## src/hw/rtl/lnrc_pkg.sv

```systemverilog
// Package for the LANCE register and ring control block.
// Holds codes, CSR0 bit masks, state, command and status types. No dependencies.
`default_nettype none
package lnrc_pkg;

  localparam int unsigned DMA_REG_COUNT = 4;

  typedef enum logic [2:0] {
    OP_CSR_RD  = 3'd0,
    OP_CSR_WR  = 3'd1,
    OP_DMA_RD  = 3'd2,
    OP_DMA_WR  = 3'd3,
    OP_RX_PKT  = 3'd4,
    OP_TX_POLL = 3'd5
  } op_t;

  typedef enum logic [1:0] {
    KIND_ACCESS    = 2'd0,
    KIND_RX_PLACED = 2'd1,
    KIND_TX_SENT   = 2'd2,
    KIND_RX_DROP   = 2'd3
  } kind_t;

  typedef enum logic [1:0] {
    CSR_SEL_0 = 2'd0,
    CSR_SEL_1 = 2'd1,
    CSR_SEL_2 = 2'd2,
    CSR_SEL_3 = 2'd3
  } csr_sel_t;

  localparam logic [15:0] C0_ERR  = 16'h8000;
  localparam logic [15:0] C0_RINT = 16'h0400;
  localparam logic [15:0] C0_TINT = 16'h0200;
  localparam logic [15:0] C0_IDON = 16'h0100;
  localparam logic [15:0] C0_INTR = 16'h0080;
  localparam logic [15:0] C0_INEA = 16'h0040;
  localparam logic [15:0] C0_RXON = 16'h0020;
  localparam logic [15:0] C0_TXON = 16'h0010;
  localparam logic [15:0] C0_STOP = 16'h0004;
  localparam logic [15:0] C0_STRT = 16'h0002;
  localparam logic [15:0] C0_INIT = 16'h0001;
  localparam logic [15:0] C0_W1C  = 16'h7f00;
  localparam logic [15:0] C0_ERRS = 16'h7100;

  typedef enum logic [2:0] {
    ST_IDLE,
    ST_EXEC,
    ST_TX,
    ST_TX_END,
    ST_RX
  } state_t;

  typedef struct packed {
    logic latch;
    logic exec;
    logic tx_step;
    logic tx_end;
    logic rx_step;
    logic rx_place;
    logic rx_drop;
  } cmd_t;

  typedef struct packed {
    logic [2:0] op;
    logic       stopped;
    logic       scan_done;
    logic       slot_rdy;
  } status_t;

endpackage
`default_nettype wire

```

## src/hw/rtl/lnrc_ctrl.sv

```systemverilog
// Controller state machine: sequences access, tx scan and rx scan.
// Depends on lnrc_pkg; drives the datapath lnrc_dp through cmd_t.
`default_nettype none
module lnrc_ctrl (
  input  wire              clk,
  input  wire              rst_n,
  input  wire              start,
  output logic             busy,
  input  lnrc_pkg::status_t st,
  output lnrc_pkg::cmd_t   cmd
);

  lnrc_pkg::state_t state_r, state_nxt;

  always_ff @(posedge clk) begin
    if (!rst_n) begin
      state_r <= lnrc_pkg::ST_IDLE;
    end else begin
      state_r <= state_nxt;
    end
  end

  always_comb begin
    state_nxt = state_r;
    cmd       = '0;
    busy      = 1'b1;
    case (state_r)
      lnrc_pkg::ST_IDLE: begin
        busy = 1'b0;
        if (start) begin
          cmd.latch = 1'b1;
          state_nxt = lnrc_pkg::ST_EXEC;
        end
      end
      lnrc_pkg::ST_EXEC: begin
        cmd.exec = 1'b1;
        case (st.op)
          lnrc_pkg::OP_CSR_WR,
          lnrc_pkg::OP_TX_POLL: state_nxt = lnrc_pkg::ST_TX;
          lnrc_pkg::OP_RX_PKT:  state_nxt = lnrc_pkg::ST_RX;
          default:              state_nxt = lnrc_pkg::ST_IDLE;
        endcase
      end
      lnrc_pkg::ST_TX: begin
        if (st.stopped || st.scan_done) begin
          state_nxt = lnrc_pkg::ST_TX_END;
        end else begin
          cmd.tx_step = 1'b1;
        end
      end
      lnrc_pkg::ST_TX_END: begin
        cmd.tx_end = 1'b1;
        state_nxt  = lnrc_pkg::ST_IDLE;
      end
      lnrc_pkg::ST_RX: begin
        if (st.stopped || st.scan_done) begin
          cmd.rx_drop = 1'b1;
          state_nxt   = lnrc_pkg::ST_IDLE;
        end else if (st.slot_rdy) begin
          cmd.rx_place = 1'b1;
          state_nxt    = lnrc_pkg::ST_IDLE;
        end else begin
          cmd.rx_step = 1'b1;
        end
      end
      default: begin
        state_nxt = lnrc_pkg::ST_IDLE;
      end
    endcase
  end

endmodule
`default_nettype wire

```

## src/hw/rtl/lnrc_dp.sv

```systemverilog
// Datapath: CSRs, register pointer, init pointer, DMA words, ring positions,
// slot scan and result registers. Depends on lnrc_pkg; commanded by lnrc_ctrl.
`default_nettype none
module lnrc_dp #(
  parameter int unsigned RING_LOG = 4
) (
  input  wire                clk,
  input  wire                rst_n,
  input  lnrc_pkg::cmd_t     cmd,
  output lnrc_pkg::status_t  st,
  input  wire  [2:0]         in_opcode,
  input  wire                in_port,
  input  wire  [31:0]        in_write_data,
  input  wire  [1:0]         in_dma_index,
  input  wire  [15:0]        in_ready_mask,
  input  wire  [10:0]        in_packet_length,
  output logic               out_valid,
  output logic [1:0]         out_kind,
  output logic [31:0]        out_read_data,
  output logic [3:0]         out_ring_index,
  output logic [10:0]        out_desc_length,
  output logic [31:0]        out_ring_base,
  output logic               out_irq_raise,
  output logic               out_last
);

  logic [2:0]          op_r, op_nxt;
  logic                port_r, port_nxt;
  logic [31:0]         wdata_r, wdata_nxt;
  logic [1:0]          didx_r, didx_nxt;
  logic [15:0]         mask_r, mask_nxt;
  logic [10:0]         plen_r, plen_nxt;

  logic [15:0]         csr_r [4];
  logic [15:0]         csr_nxt [4];
  logic [1:0]          sel_r, sel_nxt;
  logic [31:0]         init_r, init_nxt;
  logic [31:0]         dma_r [lnrc_pkg::DMA_REG_COUNT];
  logic [31:0]         dma_nxt [lnrc_pkg::DMA_REG_COUNT];
  logic [RING_LOG-1:0] rx_pos_r, rx_pos_nxt;
  logic [RING_LOG-1:0] tx_pos_r, tx_pos_nxt;
  logic [RING_LOG-1:0] scan_r, scan_nxt;
  logic [RING_LOG-1:0] stop_r, stop_nxt;
  logic [RING_LOG-1:0] pend_r, pend_nxt;
  logic                pend_vld_r, pend_vld_nxt;

  logic                vld_r, vld_nxt;
  logic [1:0]          kind_r, kind_nxt;
  logic [31:0]         rdata_r, rdata_nxt;
  logic [3:0]          idx_r, idx_nxt;
  logic [10:0]         dlen_r, dlen_nxt;
  logic                irq_r, irq_nxt;
  logic                last_r, last_nxt;

  logic [RING_LOG+3:0] scan_ext;
  logic [RING_LOG+3:0] pend_ext;
  logic [11:0]         dlen_sum;
  logic [15:0]         v16;

  function automatic logic [15:0] csr0_write(input logic [15:0] cur, input logic [15:0] v);
    logic [15:0] r;
    r = cur;
    if ((v & lnrc_pkg::C0_STOP) != 16'h0) begin
      r = lnrc_pkg::C0_STOP;
    end else begin
      r = r & ~(v & lnrc_pkg::C0_W1C);
      r = r & ~(lnrc_pkg::C0_ERR | lnrc_pkg::C0_INTR);
      if ((r & lnrc_pkg::C0_ERRS) != 16'h0) r = r | lnrc_pkg::C0_ERR;
      if ((r & lnrc_pkg::C0_W1C) != 16'h0) r = r | lnrc_pkg::C0_INTR;
      r = (r & ~lnrc_pkg::C0_INEA) | (v & lnrc_pkg::C0_INEA);
      if ((v & lnrc_pkg::C0_INIT) != 16'h0) begin
        r = (r | lnrc_pkg::C0_IDON | lnrc_pkg::C0_INIT) & ~lnrc_pkg::C0_STOP;
      end else if ((v & lnrc_pkg::C0_STRT) != 16'h0) begin
        r = (r | lnrc_pkg::C0_STRT | lnrc_pkg::C0_RXON | lnrc_pkg::C0_TXON)
            & ~lnrc_pkg::C0_STOP;
      end
    end
    return r;
  endfunction

  assign scan_ext = {4'b0000, scan_r};
  assign pend_ext = {4'b0000, pend_r};
  assign dlen_sum = {1'b0, plen_r} + 12'd4;
  assign v16      = wdata_r[15:0];

  assign st.op        = op_r;
  assign st.stopped   = (csr_r[0] & lnrc_pkg::C0_STOP) != 16'h0;
  assign st.scan_done = (scan_r == stop_r);
  assign st.slot_rdy  = (scan_ext[RING_LOG+3:4] == '0) && mask_r[scan_ext[3:0]];

  always_comb begin
    op_nxt       = op_r;
    port_nxt     = port_r;
    wdata_nxt    = wdata_r;
    didx_nxt     = didx_r;
    mask_nxt     = mask_r;
    plen_nxt     = plen_r;
    csr_nxt      = csr_r;
    sel_nxt      = sel_r;
    init_nxt     = init_r;
    dma_nxt      = dma_r;
    rx_pos_nxt   = rx_pos_r;
    tx_pos_nxt   = tx_pos_r;
    scan_nxt     = scan_r;
    stop_nxt     = stop_r;
    pend_nxt     = pend_r;
    pend_vld_nxt = pend_vld_r;
    vld_nxt      = 1'b0;
    kind_nxt     = lnrc_pkg::KIND_ACCESS;
    rdata_nxt    = 32'h0;
    idx_nxt      = 4'h0;
    dlen_nxt     = 11'h0;
    irq_nxt      = 1'b0;
    last_nxt     = 1'b1;

    if (cmd.latch) begin
      op_nxt    = in_opcode;
      port_nxt  = in_port;
      wdata_nxt = in_write_data;
      didx_nxt  = in_dma_index;
      mask_nxt  = in_ready_mask;
      plen_nxt  = in_packet_length;
    end

    if (cmd.exec) begin
      pend_vld_nxt = 1'b0;
      if (op_r == lnrc_pkg::OP_RX_PKT) begin
        scan_nxt = rx_pos_r;
        stop_nxt = rx_pos_r - RING_LOG'(1);
      end else begin
        scan_nxt = tx_pos_r;
        stop_nxt = tx_pos_r - RING_LOG'(1);
      end
      case (op_r)
        lnrc_pkg::OP_CSR_RD: begin
          vld_nxt   = 1'b1;
          rdata_nxt = port_r ? {30'h0, sel_r} : {16'h0, csr_r[sel_r]};
        end
        lnrc_pkg::OP_CSR_WR: begin
          if (port_r) begin
            if (wdata_r[31:2] == 30'h0) sel_nxt = wdata_r[1:0];
          end else begin
            case (sel_r)
              lnrc_pkg::CSR_SEL_0: csr_nxt[0] = csr0_write(csr_r[0], v16);
              lnrc_pkg::CSR_SEL_1: begin
                init_nxt[15:0] = v16;
                csr_nxt[1]     = v16;
              end
              lnrc_pkg::CSR_SEL_2: begin
                init_nxt[31:16] = v16;
                csr_nxt[2]      = v16;
              end
              default: csr_nxt[3] = v16;
            endcase
          end
        end
        lnrc_pkg::OP_DMA_RD: begin
          vld_nxt   = 1'b1;
          rdata_nxt = dma_r[didx_r];
        end
        lnrc_pkg::OP_DMA_WR: begin
          vld_nxt         = 1'b1;
          dma_nxt[didx_r] = wdata_r;
        end
        lnrc_pkg::OP_RX_PKT, lnrc_pkg::OP_TX_POLL: begin
        end
        default: begin
          vld_nxt = 1'b1;
        end
      endcase
    end

    if (cmd.tx_step) begin
      scan_nxt = scan_r + RING_LOG'(1);
      if (st.slot_rdy) begin
        if (pend_vld_r) begin
          vld_nxt  = 1'b1;
          kind_nxt = lnrc_pkg::KIND_TX_SENT;
          idx_nxt  = pend_ext[3:0];
          last_nxt = 1'b0;
        end
        pend_nxt     = scan_r;
        pend_vld_nxt = 1'b1;
        tx_pos_nxt   = tx_pos_r + RING_LOG'(1);
        csr_nxt[0]   = csr_r[0] | lnrc_pkg::C0_TINT | lnrc_pkg::C0_INTR;
      end
    end

    if (cmd.tx_end) begin
      vld_nxt = 1'b1;
      irq_nxt = !st.stopped && ((csr_r[0] & lnrc_pkg::C0_INTR) != 16'h0)
                && ((csr_r[0] & lnrc_pkg::C0_INEA) != 16'h0);
      if (pend_vld_r) begin
        kind_nxt = lnrc_pkg::KIND_TX_SENT;
        idx_nxt  = pend_ext[3:0];
      end
    end

    if (cmd.rx_step) begin
      scan_nxt = scan_r + RING_LOG'(1);
    end

    if (cmd.rx_place) begin
      vld_nxt    = 1'b1;
      kind_nxt   = lnrc_pkg::KIND_RX_PLACED;
      idx_nxt    = scan_ext[3:0];
      dlen_nxt   = dlen_sum[11] ? 11'h7ff : dlen_sum[10:0];
      irq_nxt    = (csr_r[0] & lnrc_pkg::C0_INEA) != 16'h0;
      rx_pos_nxt = rx_pos_r + RING_LOG'(1);
      csr_nxt[0] = csr_r[0] | lnrc_pkg::C0_RINT | lnrc_pkg::C0_INTR;
    end

    if (cmd.rx_drop) begin
      vld_nxt  = 1'b1;
      kind_nxt = lnrc_pkg::KIND_RX_DROP;
    end
  end

  always_ff @(posedge clk) begin
    if (!rst_n) begin
      csr_r[0]   <= lnrc_pkg::C0_STOP;
      csr_r[1]   <= 16'h0;
      csr_r[2]   <= 16'h0;
      csr_r[3]   <= 16'h0;
      sel_r      <= 2'h0;
      init_r     <= 32'h0;
      for (int i = 0; i < lnrc_pkg::DMA_REG_COUNT; i++) dma_r[i] <= 32'h0;
      rx_pos_r   <= '0;
      tx_pos_r   <= '0;
      pend_vld_r <= 1'b0;
      vld_r      <= 1'b0;
    end else begin
      csr_r      <= csr_nxt;
      sel_r      <= sel_nxt;
      init_r     <= init_nxt;
      dma_r      <= dma_nxt;
      rx_pos_r   <= rx_pos_nxt;
      tx_pos_r   <= tx_pos_nxt;
      pend_vld_r <= pend_vld_nxt;
      vld_r      <= vld_nxt;
    end
  end

  always_ff @(posedge clk) begin
    op_r    <= op_nxt;
    port_r  <= port_nxt;
    wdata_r <= wdata_nxt;
    didx_r  <= didx_nxt;
    mask_r  <= mask_nxt;
    plen_r  <= plen_nxt;
    scan_r  <= scan_nxt;
    stop_r  <= stop_nxt;
    pend_r  <= pend_nxt;
    kind_r  <= kind_nxt;
    rdata_r <= rdata_nxt;
    idx_r   <= idx_nxt;
    dlen_r  <= dlen_nxt;
    irq_r   <= irq_nxt;
    last_r  <= last_nxt;
  end

  assign out_valid       = vld_r;
  assign out_kind        = kind_r;
  assign out_read_data   = rdata_r;
  assign out_ring_index  = idx_r;
  assign out_desc_length = dlen_r;
  assign out_ring_base   = init_r + dma_r[3];
  assign out_irq_raise   = irq_r;
  assign out_last        = last_r;

endmodule
`default_nettype wire

```

## src/hw/rtl/lance_nic_register_and_ring_control.sv

```systemverilog
// Top level of the LANCE register and ring control block.
// CSR reads, DMA accesses: result word in the cycle after exec; CSR writes also run a tx scan.
// Tx scan: one ring slot per cycle over 2^RING_LOG-1 slots, none while CSR0 STOP is set.
// Rx scan: one slot per cycle until the first ready slot. A new word is taken only when idle.
// Synchronous active-low reset: CSR0 = STOP; other CSRs, pointers, DMA words, ring positions
// and valid flags zero; results cannot be stalled. Depends on lnrc_pkg, lnrc_ctrl and lnrc_dp.
`default_nettype none
module lance_nic_register_and_ring_control #(
  parameter int unsigned RING_LOG = 4
) (
  input  wire         clk,
  input  wire         rst_n,
  input  wire         start,
  output logic        busy,
  input  wire  [2:0]  in_opcode,
  input  wire         in_port,
  input  wire  [31:0] in_write_data,
  input  wire  [1:0]  in_dma_index,
  input  wire  [15:0] in_ready_mask,
  input  wire  [10:0] in_packet_length,
  output logic        out_valid,
  output logic [1:0]  out_kind,
  output logic [31:0] out_read_data,
  output logic [3:0]  out_ring_index,
  output logic [10:0] out_desc_length,
  output logic [31:0] out_ring_base,
  output logic        out_irq_raise,
  output logic        out_last
);

  lnrc_pkg::cmd_t    cmd;
  lnrc_pkg::status_t st;

  lnrc_ctrl u_ctrl (
    .clk   (clk),
    .rst_n (rst_n),
    .start (start),
    .busy  (busy),
    .st    (st),
    .cmd   (cmd)
  );

  lnrc_dp #(
    .RING_LOG (RING_LOG)
  ) u_dp (
    .clk              (clk),
    .rst_n            (rst_n),
    .cmd              (cmd),
    .st               (st),
    .in_opcode        (in_opcode),
    .in_port          (in_port),
    .in_write_data    (in_write_data),
    .in_dma_index     (in_dma_index),
    .in_ready_mask    (in_ready_mask),
    .in_packet_length (in_packet_length),
    .out_valid        (out_valid),
    .out_kind         (out_kind),
    .out_read_data    (out_read_data),
    .out_ring_index   (out_ring_index),
    .out_desc_length  (out_desc_length),
    .out_ring_base    (out_ring_base),
    .out_irq_raise    (out_irq_raise),
    .out_last         (out_last)
  );

endmodule
`default_nettype wire

```

## config.mk

```make
export PLATFORM = sky130hd
export DESIGN_NAME = lance_nic_register_and_ring_control
export DESIGN_NICKNAME = d
export VERILOG_FILES = /design/src/hw/rtl/lnrc_pkg.sv /design/src/hw/rtl/lnrc_ctrl.sv /design/src/hw/rtl/lnrc_dp.sv /design/src/hw/rtl/lance_nic_register_and_ring_control.sv
export SDC_FILE = /design/constraint.sdc
export NUM_CORES = 1
export LEC_CHECK = 0
export ABC_AREA = 1
export BUFFER_PORTS_ARGS = -buffer_cell sky130_fd_sc_hd__buf_2
export CAP_MARGIN = 10
export CORE_ASPECT_RATIO = 0.6
export CORE_MARGIN = 2
export CORE_UTILIZATION = 38
export DETAILED_ROUTE_END_ITERATION = 16
export PLACE_DENSITY = 0.62
export SLEW_MARGIN = 5
export SYNTH_ARGS = -nofsm -noshare
export SYNTH_HDL_FRONTEND = slang
export SYNTH_SLANG_ARGS = --single-unit
```

## constraint.sdc

```tcl
create_clock -name clk -period 3.9 [get_ports clk]
set_input_delay 0.78 -clock clk [delete_from_list [all_inputs] [get_ports clk]]
set_output_delay 0.78 -clock clk [all_outputs]
set_load 0.02 [all_outputs]
```

## After elaboration in Yosys (flattened, before gate mapping)

Cells that the tools add are included.

- Bits in latches: 0
- RAM bits: 0
- Output and inout bits: 85
- Register bits after elaboration: 335
- Word-level logic and storage cells: 181
- Input port bits: 68
- Memories: 0
- Memory bits (read-only): 0

- Eq/ne operators: 17
- Magnitude comparators: 4
- Bitwise operators: 8
- Multipliers: 0
- Add/sub/neg operators: 7
- Divide/modulo/power cells: 0
- Shifts and indexed selects: 0
- Reductions and logical operators: 24
- Muxes and demuxes: 88

Operators by type and width:

| kind | count |
|---|---|
| 16-bit two-way mux | 21 |
| 64-bit two-way mux | 3 |
| 128-bit bitwise mux | 1 |
| 32-bit two-way mux | 3 |
| 32-bit binary-select mux with 2-bit select | 1 |
| 32-bit demux with 2-bit select | 1 |
| 32-bit case mux with 2 select lines | 1 |
| 4-bit two-way mux | 11 |
| 32-bit adder | 1 |
| 16-bit binary-select mux with 2-bit select | 1 |
| 16-bit nonzero test | 2 |
| 30-bit logical NOT | 1 |
| 1-bit two-way mux | 25 |
| 11-bit two-way mux | 2 |
| 16-bit by 7-bit bitwise OR with 16-bit output | 1 |
| 4-bit AND reduction | 4 |
| 15-bit AND | 1 |
| 3-bit two-way mux | 5 |
| 15-bit NOT | 1 |
| 2-bit two-way mux | 7 |
| 11-bit by 3-bit adder with 12-bit output (second input constant) | 1 |
| 4-bit by 1-bit adder with 4-bit output (second input constant) | 3 |
| 3-bit by 2-bit equality test with 1-bit output (second input constant) | 4 |
| 3-bit case mux with 4 select lines | 1 |
| other kinds (30) | 46 |

## Longest topological paths before layout

Gate-level depths: netlist of run 1.

- Depth in word-level cells: 27
- Gate-level depth with buffers: 14
- Mapped depth without buffers: 14

## Cells and area by module

Synthesis of run 1 repeated with hierarchy kept, for this count alone.

- Cells, all modules: 1840
- Area total of the unflattened synthesis: 15008.1 um2

Modules (own cells, without submodules):

| module | seq. area each (um2) | area an instance (um2) | times used | cells an instance |
|---|---|---|---|---|
| lnrc_dp | 7417.1 | 14797.9 | 1 | 1804 |
| lnrc_ctrl | 60.1 | 210.2 | 1 | 36 |

## Least setup slack after synthesis of run 1

OpenSTA, ideal clock, no wires.

- Path type: input to register
- Start point: input port start
- End point: register u_dp.didx_r[0], enable pin
- Slack: -0.119 ns
- Buffers on the path: 0
- Data arrival time: 3.530 ns
- Stages on the path: 2
- Data required time: 3.411 ns
- Setup time: 0.489 ns
- Path through: inv_1 nor2_1

RTL lines:

| item | RTL line | source |
|---|---|---|
| from (decl) | lance_nic_register_and_ring_control.sv:13 | `input wire start,` |
| to (signal assigned) | lnrc_dp.sv:248 | `didx_r <= didx_nxt;` |
| to (decl) | lnrc_dp.sv:30 | `logic [1:0] didx_r, didx_nxt;` |

## Final worst setup path of run 1

- Start point: register u_dp.dma_r[4] (netlist name)
- End point: output port out_ring_base[23]

- Longest elaborated chain between the ends: 1

Ends and longest elaborated chain:

| item | RTL line | source |
|---|---|---|
| from (decl) | lnrc_dp.sv:38 | `logic [31:0] dma_r [lnrc_pkg::DMA_REG_COUNT];` |
| from (signal assigned) | lnrc_dp.sv:236 | `dma_r <= dma_nxt;` |
| 32-bit adder | lnrc_dp.sv:267 | `assign out_ring_base = init_r + dma_r[3];` |
| to (decl) | lance_nic_register_and_ring_control.sv:26 | `output logic [31:0] out_ring_base,` |

Every way passes these cells.

==> results of run 1 <==
-- report_power, final --
part	switching (mW)	internal (mW)	total, mW
clock network	1.43	1.90	3.32
logic	0.273	0.118	0.391
registers	0.111	3.64	3.75
total	1.81	5.66	7.47
-- kinds of logic (layout without fill, tap and decap cells) --
kind of cell             after synthesis  after routing  synth area share (%)
AO/OA/AOI/OAI                        611            611                  21.9
XOR/XNOR                              33             33                  1.90
adder cells (fa/ha/maj)               37             37                  3.09
buffers and inverters                367            511                  10.5
flip-flops                           335            335                  49.2
AND/OR/NAND/NOR                      465            465                  13.5
-- layer usage --
metal  up-vias  routed length, µm  track usage [%]
li1       6523                  -                -
met1      6336              25900             38.2
met2       492              19700             31.2
met3        50               4880             5.94
met4         0                556             3.15
met5         -                  0                0
-- cell usage after synthesis, drive strengths merged (6+ instances only) --
library cell	n	area [µm²]
o221ai	6	52.6
nand3	89	495
ha	36	450
nand4	11	68.8
dfxtp	258	5160
edfxtp	77	2310
or2	6	37.5
a22oi	16	120
a221oi	15	131
a21oi	259	1300
inv	283	1060
nand2	233	887
clkbuf	35	133
xor2	30	263
nor2	103	424
buf	49	395
o22ai	51	319
o21ai	238	1210
nor3	15	86.3
-- cell type report --
cell class / instances / share of cell area (%)
Inverter: 283 / 6.14
Multi-Input combinational cell: 1146 / 35.5
Tap cell: 522 / 3.77
Sequential cell: 335 / 43.1
Timing Repair Buffer: 166 / 5.15
Clock buffer: 50 / 5.67
Clock inverter: 12 / 0.707
-- sequential cells by signal (all words and copies together), names as in the netlist, 3 cells and up --
signal and flops:
u_dp.tx_pos_r 4, u_dp.op_r 3, u_dp.rx_pos_r 4, u_dp.pend_r 4, u_dp.out_read_data 32, u_dp.csr_r 63
u_dp.out_desc_length 11, u_ctrl.state_r 3, u_dp.mask_r 16, u_dp.out_ring_index 4, u_dp.dma_r 128, u_dp.scan_r 4
u_dp.plen_r 11, u_dp.stop_r 4, u_dp.wdata_r 32
-- worst max-delay path by stage --
stage                  startpoint                 to  slack, ns  depth (start not counted)
floorplan                   start     u_dp.didx_r[0]       0.96                          2
global placement    u_dp.dma_r[0]  out_ring_base[30]       0.90                         12
detailed placement  u_dp.dma_r[0]  out_ring_base[30]       0.86                         13
CTS                 u_dp.dma_r[0]  out_ring_base[30]       0.30                         13
global route        u_dp.dma_r[0]  out_ring_base[30]       0.13                         13
finish              u_dp.dma_r[4]  out_ring_base[23]       0.30                         14
-- worst max-delay path: cells and delay by family, from the launching register on --
kind | cells | cell delay, ns
buf+inv | 3 | 0.33
fa+ha+maj | 1 | 0.38
compound gates | 1 | 0.32
simple gates | 9 | 0.93
flops | 1 | 0.33
-- per-stage QoR --
stage               worst slack [ns]  power (mW)  std cells  utilization [%]  area [µm²]
floorplan                      0.956        4.02       1848                -       15200
global placement               0.903        4.20       2452             41.4       16200
detailed placement             0.857        4.21       2452             41.4       16200
CTS                            0.304        7.51       2514             44.2       17300
global route                   0.125        7.70       2514             44.2       17300
finish                         0.298        7.47       2514             44.2       17300
-- cells in the final DEF (no fill, tap or decap), types with 5 or more instances in the layout --
cell and instances:
inv_1 274, ha_1 36, nor4_1 5, nand3_1 85
clkinv_2 6, o221ai_1 6, or2_2 5, nand4_1 11
o21ai_0 121, a21oi_1 257, nor3_1 14, xor2_1 30
o22ai_1 51, a221oi_1 15, a31oi_1 5, a22oi_1 16
edfxtp_1 77, buf_2 151, nand2_1 228, nor2_1 93
clkbuf_1 11, dfxtp_1 258, o211ai_1 5, inv_2 8
nand2_2 5, nor2_2 6, clkbuf_16 36, buf_4 13
o21ai_1 113
==> flow_summary_export.csv, run 1 <==
group,metric,value,unit
critical_path,reg2reg_from,"u_dp.scan_r[0]",
placement,dpl.hpwl,37800,µm
clocking,insertion_delay,0.53,ns
routing,routed_wl,51000,µm
yosys,async_flop_share,0,%
outcome,status,"finished clean",
sta,setup_viol,0,
yosys,mappedNetlistNets,1953,
routing,vias_per_cell,5.33,
floorplan,die_h,159,µm
yosys,seq_area_frac_synth,49.2,%
routing,route.vias.total,13401,
critical_path,critical_path_class,"reg2out",
sta,skew,0.0287,ns
placement,routabilityCongestion,1.01,
layout,area_growth_syn_to_layout,14.0,%
critical_path,r2r_cells,12,
hold_path,worstHoldPathType,"in2reg",
floorplan,rows,56,
global_route,overflow,0,
critical_path,crit_path_frequent_cell,"nand2_1",
global_route,antenna_found_initial,0,
sta,finalHoldViolCount,0,
global_route,grt_pass1_wl,76000,µm
global_route,grt_pass1_vias,12058,
critical_path,cpPeakStageDelay,0.38,ns
yosys,yosys_warnings,0,
sta,timing.hold.ws,0.420,ns
sta,tightest_slew,0.983,ns
critical_path,slowest_stage,"ha_1",
hold_path,worstHoldPathCells,1,
sta,fin_crit,3.60,ns
critical_path,critPathLaunchType,"register",
floorplan,fp.dieW,262,µm
sta,slew_headroom,34.3,%
layout,drive_gt1_share,12.8,%
critical_path,reg2reg_to,"u_dp.rx_pos_r[0]",
yosys,synth_flop_cell,"dfxtp_1",
clocking,clk_pin_slew,0.06,ns
critical_path,critPathArrivalTime,2.82,ns
layout,seq_area,7480,µm²
clocking,cts_tree,"done",
layout,multi_input_area,6150,µm²
layout,antenna_cells,0,
power,p_leak,6.98,nW
floorplan,start_util,38.8,%
critical_path,worstPathMaxFanout,5,
hold_path,min_from,"in_write_data[8]",
clocking,cts_resized,0,
routing,avgRoutedWirePerCell,20.3,µm
routing,antenna_left,0,
power,peakVddDrop,0.000220,V
clocking,cts_buffers,35,
critical_path,r2r_slack,1.03,ns
routing,initialDrtViolationCount,1469,
critical_path,worstPathCellList,"ha_1, nand2_1, nand2_1, inv_1, o21ai_0, inv_1, nand2_1, nand2_1, nand2_1, nand2_1, nand2_1, nor2_1, nor2_1, buf_2",
sta,rsz0062_at_grt,"false",
sta,finalCritPeriodShare,92.4,%
hold_path,hold_end,"u_dp.wdata_r[8]",
layout,fill_cells,3962,
floorplan,core,39200,µm²
yosys,syn_inst,1848,
yosys,synth.cell_area,15200,µm²
critical_path,required,3.12,ns
clocking,hold_buffers,0,
power,power.density,430,nW/µm²
clocking,cts_buffer_depth,3,
floorplan,io-pin-count,153,
sta,finalSetupTns,0,ns
placement,numPortBuffers,152,
clocking,cts.sinks,335,
sta,slew_violations,0,
yosys,synth-seq-cells,335,
sta,max_freq,0.278,GHz
clocking,cts_setup_buffers,0,
flow_run,max_cap_violations,0,
global_route,grt_max_degree,164,
clocking,cts_htree_levels,2,
global_route,grt_usage,23.5,%
routing,drt-pass1-iter-count,5,
clocking,cts_root_buf,"clkbuf_16",
floorplan,die-area,41700,µm²
routing,drcViolationCount,0,
critical_path,endpoint_kind,"primary output",
yosys,netlist-cell-type-count,48,
layout,layout.nets,2072,
yosys,synth_edf_count,77,
yosys,synth.avg_cell_area,8.23,µm²
(Power assumes the default switching activity.)
==> inputs of run 2 (changes only) <==
--- a/constraint.sdc
+++ b/constraint.sdc
@@ -3,2 +3,2 @@
 set_output_delay 0.78 -clock clk [all_outputs]
-set_load 0.02 [all_outputs]
+set_load 0.01 [all_outputs]
==> run 2 against run 1 <==
Effect of this change: combinational power about the same; utilization rose by 0.27 points; critical path type unchanged; sequential power about the same; highest routed layer unchanged; critical endpoint unchanged; largest power group unchanged.
==> flow_summary_export.csv, run 2 (synthesis results as in run 1) <==
group,metric,value,unit
clocking,hold_buffers,0,
clocking,cts_tree,"done",
power,peakVddDrop,0.000220,V
sta,worst_slack,0.325,ns
floorplan,core,39200,µm²
sta,skew,0.0259,ns
sta,finalHoldViolCount,0,
clocking,cts.sinks,335,
critical_path,critPathLaunchType,"register",
floorplan,io-pin-count,153,
clocking,insertion_delay,0.54,ns
global_route,overflow,0,
critical_path,required,3.12,ns
placement,dpl.hpwl,37700,µm
layout,top_regs,"u_dp.dma_r: 128 flops, u_dp.csr_r: 63 flops",
routing,antenna_left,0,
sta,finalCritPeriodShare,91.7,%
power,clockPowerShare,45.9,%
layout,drive_gt1_share,13.1,%
sta,finalSetupTns,0,ns
routing,vias_per_cell,5.38,
outcome,status,"finished clean",
clocking,cts_root_buf,"clkbuf_16",
placement,dpl_cell_area,16300,µm²
layout,area_growth_syn_to_layout,14.7,%
global_route,grt_pass1_wl,75100,µm
routing,route.vias.total,13551,
clocking,cts_htree_levels,2,
critical_path,crit_buf_inv,3,
power,p_comb_share,5.1,%
critical_path,endpoint_kind,"primary output",
floorplan,die_h,159,µm
sta,rsz0062_at_grt,"false",
sta,fin_crit,3.58,ns
critical_path,cpPeakStageDelay,0.38,ns
critical_path,worstPathCellList,"ha_1, nand2_1, nand2_1, inv_1, o21ai_0, inv_1, nand2_1, nand2_1, nand2_1, nand2_1, nand2_1, nor2_1, nor2_1, buf_2",
global_route,grt_pass1_vias,12179,
placement,routabilityCongestion,1.01,
clocking,cts_setup_buffers,0,
critical_path,critPathArrivalTime,2.80,ns
layout,design_area,17500,µm²
power,swShare,23.6,%
layout,final_util,44.5,%
floorplan,rows,56,
power,power.density,438,nW/µm²
sta,slew_violations,0,
sta,slew_headroom,32.3,%
layout,final_cell_mix,"inv_1 (274), dfxtp_1 (258), a21oi_1 (257)",
floorplan,die-area,41700,µm²
clocking,clk_pin_slew,0.07,ns
power,seq_power_share,49.1,%
layout,final_common_cell,"inv_1",
clocking,cts_buffers,34,
routing,avgRoutedWirePerCell,20.0,µm
routing,routed_wl,50400,µm
critical_path,cpLargestDelayFamily,"simple AND/OR/NAND/NOR gates",
global_route,antenna_found_initial,1,
power,intPower,5.83,mW
routing,drcViolationCount,0,
power,p_leak,7.03,nW
layout,largest_register,"u_dp.dma_r",
critical_path,critical_path_class,"reg2out",
layout,largest_reg_flops,128,
floorplan,start_util,38.8,%
floorplan,fp.dieW,262,µm
global_route,grt_max_degree,117,
global_route,grt_usage,23.3,%
sta,max_freq,0.280,GHz
sta,setup_viol,0,
sta,tightest_slew,1.01,ns
placement,post-place-ws,0.929,ns
clocking,cts_resized,0,
routing,drt-pass1-iter-count,6,
critical_path,crit_path_frequent_cell,"nand2_1",
critical_path,slowest_stage,"ha_1",
placement,numPortBuffers,152,
hold_path,worstHoldPathType,"in2reg",
layout,layout.nets,2073,
critical_path,worstPathMaxFanout,5,
power,p_switching,1.80,mW
flow_run,max_cap_violations,0,
routing,initialDrtViolationCount,1467,
clocking,cts_buffer_depth,3,
## run 2: cell count changes in the layout (fill, tap and decap cells not counted), sizes merged
cell | previous run | this run
buf | 166 | 168
bufinv | 2 | 3
clkbuf | 50 | 53
clkinv | 9 | 2
clkinvlp | 0 | 1
diode | 0 | 1
inv | 284 | 286
## run 2: path summary, 6_finish.rpt
check	startpoint	end	slack [ns]	cells after the start
max	u_dp.dma_r[4]	out_ring_base[23]	0.32	14
min	in_write_data[13]	u_dp.wdata_r[13]	0.41	1
max reg2reg	u_dp.scan_r[0]	u_dp.rx_pos_r[1]	1.04	10
min reg2reg	u_dp.csr_r[51]	u_dp.csr_r[51]	0.44	2
## run 2: power groups by stage
stage | combinational (mW) | clock (mW) | sequential, mW
after floorplan | 0.257 | 0 | 3.76
after global placement | 0.379 | 0 | 3.82
after detailed placement | 0.385 | 0 | 3.82
after CTS | 0.386 | 3.56 | 3.74
after global routing | 0.429 | 3.70 | 3.75
final | 0.388 | 3.50 | 3.75
## run 2: through the flow
stage                     power (mW)  cells  hold slack (ns)
after CTS                       7.68   2516            0.393
after floorplan                 4.02   1848            0.412
after global routing            7.88   2517            0.392
final                           7.64   2517            0.410
after detailed placement        4.20   2454            0.433
after global placement          4.19   2454            0.426
## run 2: cell type report
class | instances | area, µm²
Antenna cell | 1 | 2.50
Clock buffer | 53 | 1050
Clock inverter | 9 | 141
Fill cell | 3972 | 21800
Inverter | 283 | 1060
Multi-Input combinational cell | 1146 | 6150
Sequential cell | 335 | 7480
Tap cell | 522 | 653
Timing Repair Buffer | 168 | 908
## run 2: metal layers
| layer | GRT usage, % | up-vias | part of all wire [%] |
|---|---|---|---|
| met5 | 0.450 | - | 0 |
| met4 | 6.28 | 0 | 2.4 |
| met3 | 6.68 | 74 | 11 |
| met2 | 30.4 | 612 | 38 |
| met1 | 36.4 | 6344 | 48 |
| li1 | - | 6521 | - |
